--- src/srx_pkg.sv ---
// Shared types and constants for the serial frame receiver.
// Used by srx_front, srx_back and serial_frame_receiver_xor_top.
`default_nettype none
package srx_pkg;

    typedef enum logic [2:0] {
        PH_WAIT,
        PH_ID,
        PH_LEN,
        PH_DATA,
        PH_CHECK
    } phase_t;

    typedef enum logic [1:0] {
        BK_IDLE,
        BK_FETCH,
        BK_SHOW
    } back_state_t;

    typedef enum logic [2:0] {
        REG_START_BYTE = 3'd0,
        REG_ARM_ID     = 3'd1,
        REG_CODE_ID    = 3'd2,
        REG_ARM_LEN    = 3'd3,
        REG_CODE_LEN   = 3'd4,
        REG_MAX_LEN    = 3'd5
    } reg_index_t;

    localparam logic KIND_ARM  = 1'b0;
    localparam logic KIND_CODE = 1'b1;

    typedef struct packed {
        logic [7:0] start_byte;
        logic [7:0] arm_command_id;
        logic [7:0] code_command_id;
        logic [4:0] arm_command_length;
        logic [4:0] code_command_length;
        logic [4:0] max_payload_length;
    } cfg_t;

    // payload byte written into the frame store
    typedef struct packed {
        logic       en;
        logic       slot;
        logic [4:0] idx;
        logic [7:0] data;
    } mem_wr_t;

    // descriptor of a checked frame handed to the back end
    typedef struct packed {
        logic       valid;
        logic       slot;
        logic       kind;
        logic [4:0] len;
    } push_t;

endpackage
`default_nettype wire

--- src/srx_front.sv ---
// Front end: byte parser with running XOR checksum and frame classification.
// Depends on srx_pkg; writes payload into the store held by srx_back.
`default_nettype none
module srx_front #(
    parameter int BUFFER_DEPTH = 16
) (
    input  wire                 clk,
    input  wire                 rst_n,
    input  srx_pkg::cfg_t       cfg,
    input  wire                 byte_valid,
    input  wire  [7:0]          rx_byte,
    output logic                byte_stall,
    input  wire  [1:0]          slot_busy,
    output srx_pkg::mem_wr_t    wr,
    output srx_pkg::push_t      push
);
    import srx_pkg::*;

    localparam logic [7:0] DEPTH_LIMIT = 8'(BUFFER_DEPTH);

    phase_t     phase_reg, phase_next;
    logic [7:0] command_id_reg, command_id_next;
    logic [4:0] expected_length_reg, expected_length_next;
    logic [4:0] byte_count_reg, byte_count_next;
    logic [7:0] running_xor_reg, running_xor_next;
    logic       wr_slot_reg, wr_slot_next;
    logic       take;
    logic [4:0] count_inc;

    assign byte_stall = (phase_reg == PH_DATA) && slot_busy[wr_slot_reg];
    assign take       = byte_valid && !byte_stall;
    assign count_inc  = byte_count_reg + 5'd1;

    always_ff @(posedge clk or negedge rst_n)
    begin
        if (!rst_n)
        begin
            phase_reg           <= PH_WAIT;
            command_id_reg      <= 8'd0;
            expected_length_reg <= 5'd0;
            byte_count_reg      <= 5'd0;
            running_xor_reg     <= 8'd0;
            wr_slot_reg         <= 1'b0;
        end
        else
        begin
            phase_reg           <= phase_next;
            command_id_reg      <= command_id_next;
            expected_length_reg <= expected_length_next;
            byte_count_reg      <= byte_count_next;
            running_xor_reg     <= running_xor_next;
            wr_slot_reg         <= wr_slot_next;
        end
    end

    always_comb
    begin
        phase_next           = phase_reg;
        command_id_next      = command_id_reg;
        expected_length_next = expected_length_reg;
        byte_count_next      = byte_count_reg;
        running_xor_next     = running_xor_reg;
        wr_slot_next         = wr_slot_reg;
        wr.en                = 1'b0;
        wr.slot              = wr_slot_reg;
        wr.idx               = byte_count_reg;
        wr.data              = rx_byte;
        push.valid           = 1'b0;
        push.slot            = wr_slot_reg;
        push.kind            = KIND_ARM;
        push.len             = expected_length_reg;

        if (take)
        begin
            unique case (phase_reg)
                PH_WAIT:
                begin
                    if (rx_byte == cfg.start_byte)
                    begin
                        phase_next = PH_ID;
                    end
                end
                PH_ID:
                begin
                    command_id_next = rx_byte;
                    phase_next      = PH_LEN;
                end
                PH_LEN:
                begin
                    byte_count_next      = 5'd0;
                    running_xor_next     = 8'd0;
                    expected_length_next = rx_byte[4:0];
                    if (rx_byte != 8'd0 && rx_byte <= {3'b000, cfg.max_payload_length}
                        && rx_byte <= DEPTH_LIMIT)
                    begin
                        phase_next = PH_DATA;
                    end
                    else
                    begin
                        phase_next = PH_WAIT;
                    end
                end
                PH_DATA:
                begin
                    wr.en            = 1'b1;
                    running_xor_next = running_xor_reg ^ rx_byte;
                    byte_count_next  = count_inc;
                    if (count_inc >= expected_length_reg)
                    begin
                        phase_next = PH_CHECK;
                    end
                end
                PH_CHECK:
                begin
                    phase_next = PH_WAIT;
                    if (rx_byte == running_xor_reg)
                    begin
                        if (command_id_reg == cfg.arm_command_id
                            && expected_length_reg == cfg.arm_command_length)
                        begin
                            push.valid   = 1'b1;
                            push.kind    = KIND_ARM;
                            wr_slot_next = !wr_slot_reg;
                        end
                        else if (command_id_reg == cfg.code_command_id
                            && expected_length_reg == cfg.code_command_length)
                        begin
                            push.valid   = 1'b1;
                            push.kind    = KIND_CODE;
                            wr_slot_next = !wr_slot_reg;
                        end
                    end
                end
                default:
                begin
                    phase_next = PH_WAIT;
                end
            endcase
        end
    end

endmodule
`default_nettype wire

--- src/srx_back.sv ---
// Back end: two-slot frame store, descriptor queue and result beat output.
// Depends on srx_pkg; fed by srx_front.
`default_nettype none
module srx_back #(
    parameter int BUFFER_DEPTH = 16
) (
    input  wire                 clk,
    input  wire                 rst_n,
    input  srx_pkg::mem_wr_t    wr,
    input  srx_pkg::push_t      push,
    output logic [1:0]          slot_busy,
    output logic                result_valid,
    input  wire                 result_stall,
    output logic                frame_kind,
    output logic [3:0]          byte_index,
    output logic [7:0]          payload_byte,
    output logic                last
);
    import srx_pkg::*;

    localparam int IDX_W  = (BUFFER_DEPTH > 1) ? $clog2(BUFFER_DEPTH) : 1;
    localparam int ADDR_W = IDX_W + 1;

    logic [7:0]  mem [2**ADDR_W];
    logic [7:0]  rd_data_reg;
    logic        rd_en;
    logic [ADDR_W-1:0] rd_addr;

    back_state_t state_reg, state_next;
    logic [1:0]  busy_reg, busy_next;
    logic [1:0]  kind_reg;
    logic [4:0]  len_reg [2];
    logic        rd_slot_reg, rd_slot_next;
    logic [4:0]  idx_reg, idx_next;
    logic        out_valid_reg, out_valid_next;
    logic        kind_out_reg;
    logic [3:0]  idx_out_reg;
    logic [7:0]  byte_out_reg;
    logic        last_out_reg;
    logic        load_out;
    logic        beat_done;

    assign slot_busy    = busy_reg;
    assign result_valid = out_valid_reg;
    assign frame_kind   = kind_out_reg;
    assign byte_index   = idx_out_reg;
    assign payload_byte = byte_out_reg;
    assign last         = last_out_reg;
    assign beat_done    = out_valid_reg && !result_stall;

    always_ff @(posedge clk)
    begin
        if (wr.en)
        begin
            mem[{wr.slot, IDX_W'(wr.idx)}] <= wr.data;
        end
        if (rd_en)
        begin
            rd_data_reg <= mem[rd_addr];
        end
        if (push.valid)
        begin
            kind_reg[push.slot] <= push.kind;
            len_reg[push.slot]  <= push.len;
        end
        if (load_out)
        begin
            kind_out_reg <= kind_reg[rd_slot_reg];
            idx_out_reg  <= idx_reg[3:0];
            byte_out_reg <= rd_data_reg;
            last_out_reg <= (idx_reg + 5'd1) == len_reg[rd_slot_reg];
        end
    end

    always_ff @(posedge clk or negedge rst_n)
    begin
        if (!rst_n)
        begin
            state_reg     <= BK_IDLE;
            busy_reg      <= 2'b00;
            rd_slot_reg   <= 1'b0;
            idx_reg       <= 5'd0;
            out_valid_reg <= 1'b0;
        end
        else
        begin
            state_reg     <= state_next;
            busy_reg      <= busy_next;
            rd_slot_reg   <= rd_slot_next;
            idx_reg       <= idx_next;
            out_valid_reg <= out_valid_next;
        end
    end

    always_comb
    begin
        state_next     = state_reg;
        busy_next      = busy_reg;
        rd_slot_next   = rd_slot_reg;
        idx_next       = idx_reg;
        out_valid_next = out_valid_reg;
        rd_en          = 1'b0;
        rd_addr        = {rd_slot_reg, IDX_W'(idx_reg)};
        load_out       = 1'b0;

        if (push.valid)
        begin
            busy_next[push.slot] = 1'b1;
        end

        unique case (state_reg)
            BK_IDLE:
            begin
                if (busy_reg[rd_slot_reg])
                begin
                    idx_next   = 5'd0;
                    rd_addr    = {rd_slot_reg, {IDX_W{1'b0}}};
                    rd_en      = 1'b1;
                    state_next = BK_FETCH;
                end
            end
            BK_FETCH:
            begin
                load_out       = 1'b1;
                out_valid_next = 1'b1;
                state_next     = BK_SHOW;
            end
            BK_SHOW:
            begin
                if (beat_done)
                begin
                    out_valid_next = 1'b0;
                    if (last_out_reg)
                    begin
                        busy_next[rd_slot_reg] = 1'b0;
                        rd_slot_next           = !rd_slot_reg;
                        state_next             = BK_IDLE;
                    end
                    else
                    begin
                        idx_next   = idx_reg + 5'd1;
                        rd_addr    = {rd_slot_reg, IDX_W'(idx_reg + 5'd1)};
                        rd_en      = 1'b1;
                        state_next = BK_FETCH;
                    end
                end
            end
            default:
            begin
                state_next = BK_IDLE;
            end
        endcase
    end

endmodule
`default_nettype wire

--- src/serial_frame_receiver_xor_top.sv ---
// Top level of the serial frame receiver: APB register bank, parser front end
// and result back end. Depends on srx_pkg, srx_front and srx_back.
//
// Usage:
//   Byte channel (byte_valid, byte_stall, rx_byte): one received byte per beat.
//   Frames are start byte, command id, length, payload, XOR checksum.
//   Result channel (result_valid, result_stall, frame_kind, byte_index,
//   payload_byte, last): one payload byte per beat for each frame that passes
//   the checksum and matches the arm or code kind; last marks the final byte.
//   The first result beat follows the checksum beat via the slot busy flag,
//   the registered store read and the output registers. Input: one byte per
//   cycle while not stalled; the next result beat is read after one is taken.
//   The store holds two frames; the parser stalls the byte channel only while
//   collecting payload into a slot whose previous frame is still draining.
//   A stall on the result channel holds the current beat and, once both slots
//   are full, backs up into the byte channel.
//   Reset: parser hunts for the start byte, the store is empty, registers
//   return to their defaults (start 0xAA, arm id 1, code id 2, arm length 4,
//   code length 1, maximum 16). Registers lie at 4*i on the APB port.
`default_nettype none
module serial_frame_receiver_xor_top #(
    parameter int BUFFER_DEPTH = 16
) (
    input  wire         clk,
    input  wire         rst_n,
    input  wire         psel,
    input  wire         penable,
    input  wire         pwrite,
    input  wire  [4:0]  paddr,
    input  wire  [31:0] pwdata,
    output logic [31:0] prdata,
    output logic        pready,
    input  wire         byte_valid,
    output logic        byte_stall,
    input  wire  [7:0]  rx_byte,
    output logic        result_valid,
    input  wire         result_stall,
    output logic        frame_kind,
    output logic [3:0]  byte_index,
    output logic [7:0]  payload_byte,
    output logic        last
);
    import srx_pkg::*;

    cfg_t       cfg_reg;
    logic       cfg_write;
    reg_index_t reg_sel;
    mem_wr_t    wr;
    push_t      push;
    logic [1:0] slot_busy;

    assign pready    = 1'b1;
    assign cfg_write = psel && penable && pwrite;
    assign reg_sel   = reg_index_t'(paddr[4:2]);

    always_ff @(posedge clk or negedge rst_n)
    begin
        if (!rst_n)
        begin
            cfg_reg.start_byte          <= 8'd170;
            cfg_reg.arm_command_id      <= 8'd1;
            cfg_reg.code_command_id     <= 8'd2;
            cfg_reg.arm_command_length  <= 5'd4;
            cfg_reg.code_command_length <= 5'd1;
            cfg_reg.max_payload_length  <= 5'd16;
        end
        else if (cfg_write)
        begin
            unique case (reg_sel)
                REG_START_BYTE: cfg_reg.start_byte          <= pwdata[7:0];
                REG_ARM_ID:     cfg_reg.arm_command_id      <= pwdata[7:0];
                REG_CODE_ID:    cfg_reg.code_command_id     <= pwdata[7:0];
                REG_ARM_LEN:    cfg_reg.arm_command_length  <= pwdata[4:0];
                REG_CODE_LEN:   cfg_reg.code_command_length <= pwdata[4:0];
                REG_MAX_LEN:    cfg_reg.max_payload_length  <= pwdata[4:0];
                default:        ;
            endcase
        end
    end

    always_comb
    begin
        unique case (reg_sel)
            REG_START_BYTE: prdata = {24'd0, cfg_reg.start_byte};
            REG_ARM_ID:     prdata = {24'd0, cfg_reg.arm_command_id};
            REG_CODE_ID:    prdata = {24'd0, cfg_reg.code_command_id};
            REG_ARM_LEN:    prdata = {27'd0, cfg_reg.arm_command_length};
            REG_CODE_LEN:   prdata = {27'd0, cfg_reg.code_command_length};
            REG_MAX_LEN:    prdata = {27'd0, cfg_reg.max_payload_length};
            default:        prdata = 32'd0;
        endcase
    end

    srx_front #(
        .BUFFER_DEPTH (BUFFER_DEPTH)
    ) u_front (
        .clk        (clk),
        .rst_n      (rst_n),
        .cfg        (cfg_reg),
        .byte_valid (byte_valid),
        .rx_byte    (rx_byte),
        .byte_stall (byte_stall),
        .slot_busy  (slot_busy),
        .wr         (wr),
        .push       (push)
    );

    srx_back #(
        .BUFFER_DEPTH (BUFFER_DEPTH)
    ) u_back (
        .clk          (clk),
        .rst_n        (rst_n),
        .wr           (wr),
        .push         (push),
        .slot_busy    (slot_busy),
        .result_valid (result_valid),
        .result_stall (result_stall),
        .frame_kind   (frame_kind),
        .byte_index   (byte_index),
        .payload_byte (payload_byte),
        .last         (last)
    );

endmodule
`default_nettype wire
--- config.mk ---
export PLATFORM = sky130hd
export DESIGN_NAME = serial_frame_receiver_xor_top
export DESIGN_NICKNAME = d
export VERILOG_FILES = /design/src/srx_pkg.sv /design/src/srx_front.sv /design/src/srx_back.sv /design/src/serial_frame_receiver_xor_top.sv
export SDC_FILE = /design/constraint.sdc
export NUM_CORES = 1
export LEC_CHECK = 0
export BUFFER_PORTS_ARGS = -buffer_cell sky130_fd_sc_hd__buf_4
export CAP_MARGIN = 20
export CORE_MARGIN = 3
export CORE_UTILIZATION = 68
export CTS_BUF_LIST = sky130_fd_sc_hd__clkbuf_2 sky130_fd_sc_hd__clkbuf_4 sky130_fd_sc_hd__clkbuf_8
export DETAILED_ROUTE_END_ITERATION = 10
export PLACE_DENSITY = 0.88
export SLEW_MARGIN = 10
export SYNTH_ARGS = -nofsm -noshare
export SYNTH_HDL_FRONTEND = slang
export SYNTH_SLANG_ARGS = --single-unit
--- constraint.sdc ---
create_clock -name clk -period 4.35 [get_ports clk]
set_input_delay 0.6525 -clock clk [delete_from_list [all_inputs] [get_ports clk]]
set_output_delay 0.6525 -clock clk [all_outputs]
set_load 0.05 [all_outputs]
; Word level (Yosys, flattened, before mapping)
; Memories as Yosys holds them, arrays and structs flattened. A register that Yosys moved wholly into a read port is not among the register bits.
; Index checks and enable logic that the tools add are counted.
[word_totals]
elab_cells = 156
n_memories = 2
out_inout_bits = 49
ram_bits = 266
ff_bits = 96
[op_classes]
order_cmp = 7
n_bitwise = 4
n_addsub = 2
n_mux = 58
reduce_logical = 38
eq_ne = 23
[mem_list]
columns = name, words, width, rd, rd_ports_with_merged_regs, write_ports, line
row1 = u_back.mem, 32, 8, 1, 1, 1, srx_back.sv:24  ; logic [7:0] mem [2**ADDR_W];
row2 = u_back.len_reg, 2, 5, 1, 0, 1, srx_back.sv:32  ; logic [4:0] len_reg [2];
[ops]
columns = cell, n
row1 = one-hot mux 8 bit (6 select lines), 1
row2 = == test 8 bit, 4
row3 = two-way mux 1 bit, 31
row4 = AND reduction 2 bit, 11
row5 = one-hot mux 5 bit (2 select lines), 2
row6 = one-hot mux 8 bit (2 select lines), 1
row7 = == test 5 bit, 3
row8 = two-way mux 5 bit, 3
row9 = two-way mux 2 bit, 7
row10 = == test 3 x 2 -> 1 bit (second input constant), 4
row11 = two-way mux 4 bit, 3
row12 = one-hot mux 3 bit (4 select lines), 1
row13 = logical AND 1 bit, 11
row14 = adder 5 x 1 -> 5 bit (second input constant), 2
row15 = == test 3 bit (second input constant), 3
row16 = <= comparator 8 x 5 -> 1 bit, 1
row17 = <= comparator 8 x 5 -> 1 bit (second input constant), 1
row18 = one-hot mux 4 bit (2 select lines), 1
row19 = AND reduction 4 bit, 2
row20 = nonzero test 2 bit, 4
row21 = nonzero test 8 bit, 1
row22 = bitwise XOR 8 bit, 1
row23 = == test 3 x 1 -> 1 bit (second input constant), 2
row24 = zero test 3 bit, 2
row25 = 18 further kinds, 30

; Logic depth before layout (Yosys ltp)
; Gate-level depths: netlist of run 1.
[depth]
depth_word = 12
mapped_depth = 12
ltp_nobuf = 9

; By module
; A second synthesis of run 1 with hierarchy kept.
[hier_totals]
hier_cells = 1168
area_unflattened_um2 = 16318.2
[by_module_without_submodules]
columns = mod, area_per_inst_um2, instances, seq_area_each_um2, cells_per_inst
row1 = srx_back, 12055.3, 1, 8983.6, 768
row2 = srx_front, 2184.6, 1, 750.7, 240
row3 = serial_frame_receiver_xor_top, 2078.2, 1, 987.2, 160

; Worst setup path after synthesis of run 1
; Ideal clock, no wire load.
[synth_timing]
kind = input-to-output
from = input port paddr[3]
to = output port prdata[1]
arrival_time_ns = 2.383
path_slack_ns = 1.314
path_buffers = 2
required_time_ns = 3.697
stages = 3
cell_sequence = buf_1 clkbuf_1 o32ai_1
[synth_via]
elab_chain_cells = 2
word_cells_on_any_way = 7
[synth_lines]
columns = item, line
row1 = start: declaration, serial_frame_receiver_xor_top.sv:29  ; input wire [4:0] paddr,
row2 = "== test 3 bit, or another cell as far along", serial_frame_receiver_xor_top.sv:83  ; unique case (reg_sel)
row3 = one-hot mux 8 bit (6 select lines) (*), serial_frame_receiver_xor_top.sv:83
row4 = end: declaration, serial_frame_receiver_xor_top.sv:31  ; output logic [31:0] prdata,
; Mark *: on every way between the ends. The rest lies on a longest branch, timed or not.

; Worst setup path after layout of run 1
[layout_timing]
from = register u_back.last_out_reg, in the netlist u_back.last
to = register u_back.rd_data_reg[3] (read register of u_back.mem) (data pin)
[layout_via]
elab_chain_cells = 3
word_cells_on_any_way = 6
[layout_lines]
columns = item, line
row1 = start: declaration, srx_back.sv:39  ; logic last_out_reg;
row2 = start signal: assignment, srx_back.sv:71  ; last_out_reg <= (idx_reg + 5'd1) == len_reg[rd_slot_reg];
row3 = two-way mux 4 bit / two-way mux 1 bit (equally long branches), srx_back.sv:133  ; if (last_out_reg)
row4 = two-way mux 4 bit / two-way mux 1 bit (equally long branches), srx_back.sv:130  ; if (beat_done)
row5 = one-hot mux 4 bit (2 select lines) / one-hot mux 1 bit (2 select lines) (equally long branches), srx_back.sv:111  ; unique case (state_reg)
row6 = end: declaration, srx_back.sv:25  ; logic [7:0] rd_data_reg;
; Several ways; a longest one is shown, not always the timed one.
; A chain may end at the register's enable or synchronous reset.

==> results of run 1 <==
-- per-layer routing --
layer / vias to the layer above / global-route usage [%] / share of wire (%)
li1: 4420 / - / -
met1: 4951 / 36.9 / 39
met2: 570 / 44.9 / 49
met3: 108 / 5.01 / 8.4
met4: 0 / 9.86 / 3.5
met5: - / 0 / 0
-- repair_timing --
item | CTS | global route
hold buffers | 0 | 1
resized for setup | 0 | 0
endpoints found under the hold margin | 0 | 20
-- critical path, cell delays in order (launching register included) --
cell,delay (ns)
edfxtp_1,0.42
or3b_1,0.53
mux2_4,0.34
and2_4,0.42
clkinv_8,0.28
nand2_1,0.34
o22ai_1,0.18
nor4_1,0.57
a211oi_1,0.09
-- cell type report --
cell class              count  area, µm²
well taps                 313        392
multi-input cells         700       4890
fillers                  1347       5330
flip-flops and latches    370      10700
inverters                  21       91.3
clock inverters            32        139
clock buffers              71        877
repair buffers             66        543
-- through the flow --
step	power [mW]	util [%]	cells
3_5_place_dp	7.12	72.2	1468
3_3_place_gp	7.01	72.2	1468
4_1_cts	9.68	76.6	1571
2_1_floorplan	6.47	-	1173
5_1_grt	10.1	76.8	1573
6_report	9.70	76.8	1573
-- path summary, 6_finish.rpt --
check / cells after the start / slack, ns / end / start
min: 2 / 0.31 / cfg_reg[37] / pwdata[6]
min reg2reg: 0 / 0.42 / u_back.payload_byte[5] / u_back.rd_data_reg[5]
max in group asynchronous: 3 / 3.17 / cfg_reg[5] / rst_n
min in group asynchronous: 2 / 0.54 / cfg_reg[0] / rst_n
max reg2reg: 8 / 0.86 / u_back.rd_data_reg[3] / u_back.last
max: 8 / 0.86 / u_back.rd_data_reg[3] / u_back.last
-- synthesized netlist by cell type, drive strengths merged (2+ instances only) --
library cell  number  share of area [%]
a21o               2              0.093
or3b               2               0.11
or3                6               0.23
o21ai             29               0.90
dfstp              9                1.5
dfrtp             71                 11
a21oi             62                1.9
a31oi              2              0.078
mux2              50                3.5
nor4              19               0.74
nand4              9               0.35
o31ai              2              0.093
o22a               3               0.16
a2bb2oi            2               0.11
nand2b             5               0.19
a21boi            10               0.47
edfxtp           290                 54
nand3             14               0.43
nand3b             4               0.19
and2               3               0.13
mux2i             97                6.0
and3               5               0.19
conb               2              0.047
nand2             99                2.3
o22ai             18               0.70
nor2              61                1.4
nor3               8               0.25
o21bai             3               0.16
ha                15                1.2
clkbuf            27               0.63
a221oi            25                1.4
xnor2             39                2.1
xor2              17               0.92
a211oi            38                2.0
nor3b              2              0.093
a22o               5               0.27
inv               20               0.47
nor2b              8               0.31
buf               55                2.6
-- cell families (layout without fill, tap and decap cells) --
kind of cell	Yosys count	in the layout	share of synthesized area (%)
xor+xnor	56	56	3.04
flops	370	370	66.5
other cells	2	25	0.0466
compound gates	207	207	8.73
buf+inv	103	190	3.80
mux	147	147	9.53
fa+ha+maj	15	15	1.16
simple gates	250	250	7.21
-- power groups by stage --
stage | combinational (mW) | clock (mW) | sequential (mW)
floorplan | 1.93 | 0 | 4.54
global placement | 2.53 | 0 | 4.48
detailed placement | 2.62 | 0 | 4.50
CTS | 2.64 | 2.60 | 4.43
global route | 2.87 | 2.76 | 4.47
finish | 2.67 | 2.59 | 4.44
==> run_results.csv, run 1 <==
group,metric,value,unit
outcome,status,"complete, no violations",
synth,synthArstFlopShare,21.6,%
synth,synth_edf_count,290,
timing,worst_hold_slack,0.315,ns
final_layout,antenna_cells,0,
synth,ys_ff_latch,370,
setup_path,arrival,3.79,ns
global_routing,grt_pass1_wl,54.3,mm
final_layout,largest_reg_flops,256,
setup_path,critPathLaunchType,"register",
placement,dpl.hpwl,22.1,mm
routing,vias_per_cell,6.39,
synth,synth_flop_cell,"edfxtp_1",
timing,hold_viol,0,
setup_path,crit_path_end_kind,"register",
synth,syn_area_per_cell,14.0,µm²
floorplan,die-area,0.0256,mm²
final_layout,mostFrequentLayoutCells,"290 x edfxtp_1, 99 x nand2_1, 97 x mux2i_1",
synth,syn_inst,1150,
timing,min_period,3.49,ns
routing,postRouteWirelength,35.3,mm
timing,max_slew_margin,26.8,%
pwr,p_int,6.48,mW
floorplan,row_count,55,
setup_path,path_class,"reg -> reg",
pwr,clock_power_share,26.7,%
hold_path,worstHoldPathType,"in -> reg",
global_routing,track_usage,27.2,%
global_routing,grt_remaining_overflow,0,
timing,setup_viol,0,
timing,rsz0062_at_grt,"no",
placement,gp_congestion,0.861,
pwr,powerDensity,550,mW/mm²
timing,finalWorstSetupSlack,0.856,ns
pwr,vdd_drop_max,0.439,mV
pwr,seqPwrFrac,45.8,%
pwr,p_leak,6.23,nW
setup_path,critPathMaxFanout,50,
clock_tree,cts_tree,"built",
routing,vias,10000,
clock_tree,clkTransAtPathRegs,0.06,ns
pwr,power_switching,3.22,mW
clock_tree,clock-root-buffer,"clkbuf_8",
placement,dpl_worst_slack,0.518,ns
floorplan,die_w,160,µm
timing,fmax,286,MHz
global_routing,grt_pass1_vias,9852,
job,cap_violations,0,
synth,seq_area_frac_synth,66.5,%
clock_tree,htreeDepth,2,
timing,slew_viol_final,0,
pwr,switching_share,33.2,%
timing,clock_skew,0.0389,ns
global_routing,grt_max_degree,81,
routing,wl_per_cell,22.4,µm
floorplan,start_util,70.2,%
synth,yosysWarnings,0,
global_routing,antenna_found_initial,0,
final_layout,fin_area,0.0177,mm²
clock_tree,clkSinkCount,370,
clock_tree,worst_skew_pair.late_latency,0.59,ns
placement,portBuffers,49,
setup_path,cp.required,4.65,ns
floorplan,core,0.0230,mm²
routing,drt-initial-drc-count,1057,
routing,drc_errors,0,
clock_tree,postCtsSetupRepairBufs,0,
synth,ys_types,61,
final_layout,nets,1281,
placement,place_area,0.0166,mm²
routing,antenna_left,0,
routing,dr.pass1.iters,6,
pwr,pwr-share-comb,27.5,%
timing,tns,0,ns
final_layout,final_common_cell,"edfxtp_1",
final_layout,final_layout_size_suffix_gt1_share,17.5,%
floorplan,ios,101,
final_layout,area_delta_synth_final,9.43,%
floorplan,die_y,160,µm
clock_tree,clockBufferDepth,3,
timing,tightest_slew,1.10,ns
timing,finalCritPeriodShare,80.3,%
clock_tree,cts_made_buffers,55,
synth,netlist_area,0.0161,mm²
Power figures use the tool's default switching activity.
==> run 2, diff against run 1 <==
--- a/config.mk
+++ b/config.mk
@@ -8,10 +8,10 @@
 export BUFFER_PORTS_ARGS = -buffer_cell sky130_fd_sc_hd__buf_4
 export CAP_MARGIN = 20
 export CORE_MARGIN = 3
-export CORE_UTILIZATION = 68
+export CORE_UTILIZATION = 63
 export CTS_BUF_LIST = sky130_fd_sc_hd__clkbuf_2 sky130_fd_sc_hd__clkbuf_4 sky130_fd_sc_hd__clkbuf_8
 export DETAILED_ROUTE_END_ITERATION = 10
-export PLACE_DENSITY = 0.88
+export PLACE_DENSITY = 0.82
 export SLEW_MARGIN = 10
 export SYNTH_ARGS = -nofsm -noshare
 export SYNTH_HDL_FRONTEND = slang
==> constraint.sdc (replaced) <==
create_clock -name clk -period 3.5 [get_ports clk]
set_input_delay 0.525 -clock clk [delete_from_list [all_inputs] [get_ports clk]]
set_output_delay 0.525 -clock clk [all_outputs]
set_load 0.05 [all_outputs]
==> run 2 against run 1 <==
Against the previous run:
- sequential share of layout area fell by 1.3 points
- cell area rose by 2.2%
- via count rose by 0.68%
- core utilization fell by 3.9 points
- clock power rose by 32%
- first-iteration DRC count rose by 9.6%
- sequential power rose by 24%
- critical path type unchanged
- largest cell class unchanged
- largest power group unchanged
==> run_results.csv, run 2 (synthesis results as in run 1) <==
group,metric,value,unit
final_layout,final_layout_size_suffix_gt1_share,20.8,%
global_routing,track_usage,26.4,%
final_layout,area_delta_synth_final,11.8,%
placement,portBuffers,49,
global_routing,grt_max_degree,81,
floorplan,die_y,166,µm
global_routing,grt_pass1_wl,57.0,mm
floorplan,die_w,166,µm
timing,finalCritPeriodShare,91.0,%
final_layout,final_common_cell,"edfxtp_1",
timing,rsz0062_at_grt,"no",
timing,hold_viol,0,
setup_path,crit_path_end_kind,"register",
job,cap_violations,0,
floorplan,row_count,57,
final_layout,filler_cell_count,1543,
setup_path,cp.required,3.89,ns
final_layout,antenna_cells,0,
routing,drc_errors,0,
routing,wl_per_cell,22.6,µm
routing,postRouteWirelength,36.7,mm
setup_path,critPathLaunchType,"register",
pwr,p_leak,6.50,nW
outcome,status,"complete, no violations",
placement,place_area,0.0169,mm²
routing,dr.pass1.iters,7,
final_layout,mostFrequentLayoutCells,"290 x edfxtp_1, 99 x nand2_1, 99 x buf_4",
clock_tree,htreeDepth,2,
hold_path,min_path_cells,2,
floorplan,start_util,65.2,%
global_routing,grt_remaining_overflow,0,
timing,slew_viol_final,0,
routing,vias_per_cell,6.22,
setup_path,path_class,"reg -> reg",
final_layout,largest_reg_flops,256,
clock_tree,cts_made_buffers,57,
final_layout,nets,1321,
floorplan,core,0.0247,mm²
floorplan,die-area,0.0276,mm²
placement,gp_congestion,0.907,
global_routing,grt_pass1_vias,10100,
timing,fmax,314,MHz
timing,tightest_slew,0.843,ns
timing,clock_skew,0.0332,ns
pwr,vdd_drop_max,0.562,mV
setup_path,critPathMaxFanout,8,
timing,min_period,3.18,ns
global_routing,antenna_found_initial,1,
hold_path,worstHoldPathType,"in -> reg",
setup_path,ff2ff_path_depth,8,
setup_path,arrival,3.57,ns
clock_tree,cts_tree,"built",
clock_tree,clkTransAtPathRegs,0.06,ns
clock_tree,clock-root-buffer,"clkbuf_8",
pwr,powerDensity,680,mW/mm²
clock_tree,worst_skew_pair.late_latency,0.60,ns
placement,dpl.hpwl,23.5,mm
setup_path,r2r-start,"u_back.last",
clock_tree,clkSinkCount,370,
timing,max_slew_margin,43.1,%
routing,vias,10100,
final_layout,fin_area,0.0180,mm²
routing,antenna_left,0,
timing,setup_viol,0,
timing,tns,0,ns
pwr,total_power,12.3,mW
clock_tree,clockBufferDepth,3,
routing,drt-initial-drc-count,1159,
hold_path,hold_path.startpoint,"result_stall",
setup_path,startpoint,"u_back.last",
floorplan,ios,101,
[run 2: worst max-delay path: stages (launching register included)]
cell       delay (ns)
edfxtp_1         0.42
or3b_1           0.42
buf_4            0.19
or2_2            0.28
o2bb2ai_1        0.21
o21ai_1          0.30
a221oi_1         0.65
nor4_1           0.15
a211oi_1         0.35
[run 2: layout make-up]
cell class / count / area [µm²] / area share (%)
Clock buffer: 79 / 962 / 5.33
Timing Repair Buffer: 104 / 833 / 4.62
Multi-Input combinational cell: 700 / 4890 / 27.1
Tap cell: 324 / 405 / 2.25
Clock inverter: 29 / 136 / 0.756
Sequential cell: 370 / 10700 / 59.4
Inverter: 21 / 91.3 / 0.506
[run 2: metrics by stage]
step	worst slack (ns)	util [%]	instances	hold WS [ns]
finish	0.316	72.9	1627	0.192
floorplan	0.691	-	1173	0.229
detailed placement	0.180	68.3	1517	0.415
global route	0.216	72.9	1627	0.169
CTS	0.425	72.8	1625	0.142
global placement	0.250	68.3	1517	0.407
[run 2: routing by layer]
metal  track usage, %  up-vias  wire (µm)
li1                 -     4502          -
met1             36.4     4980      14400
met2             42.0      546      17700
met3             5.78       89       3380
met4             9.80        0       1200
met5                0        -          0
[run 2: final timing paths]
check | slack (ns) | to
max | 0.32 | u_back.rd_data_reg[1]
min | 0.19 | u_back.result_valid
max reg2reg | 0.32 | u_back.rd_data_reg[1]
min reg2reg | 0.42 | u_back.payload_byte[3]
max in group asynchronous | 2.35 | cfg_reg[34]
min in group asynchronous | 0.47 | u_back.slot_busy[1]
[run 2: power breakdown]
part | internal [mW] | leakage, nW | switching [mW]
clock | 1.79 | 0.597 | 1.64
combinational | 1.30 | 2.30 | 2.04
sequential | 5.15 | 3.60 | 0.346
[run 2: what timing repair did]
item | CTS | global route
resized for setup | 0 | 0
hold endpoints to repair | 0 | 31
buffers inserted | 0 | 0
hold buffers | 0 | 1
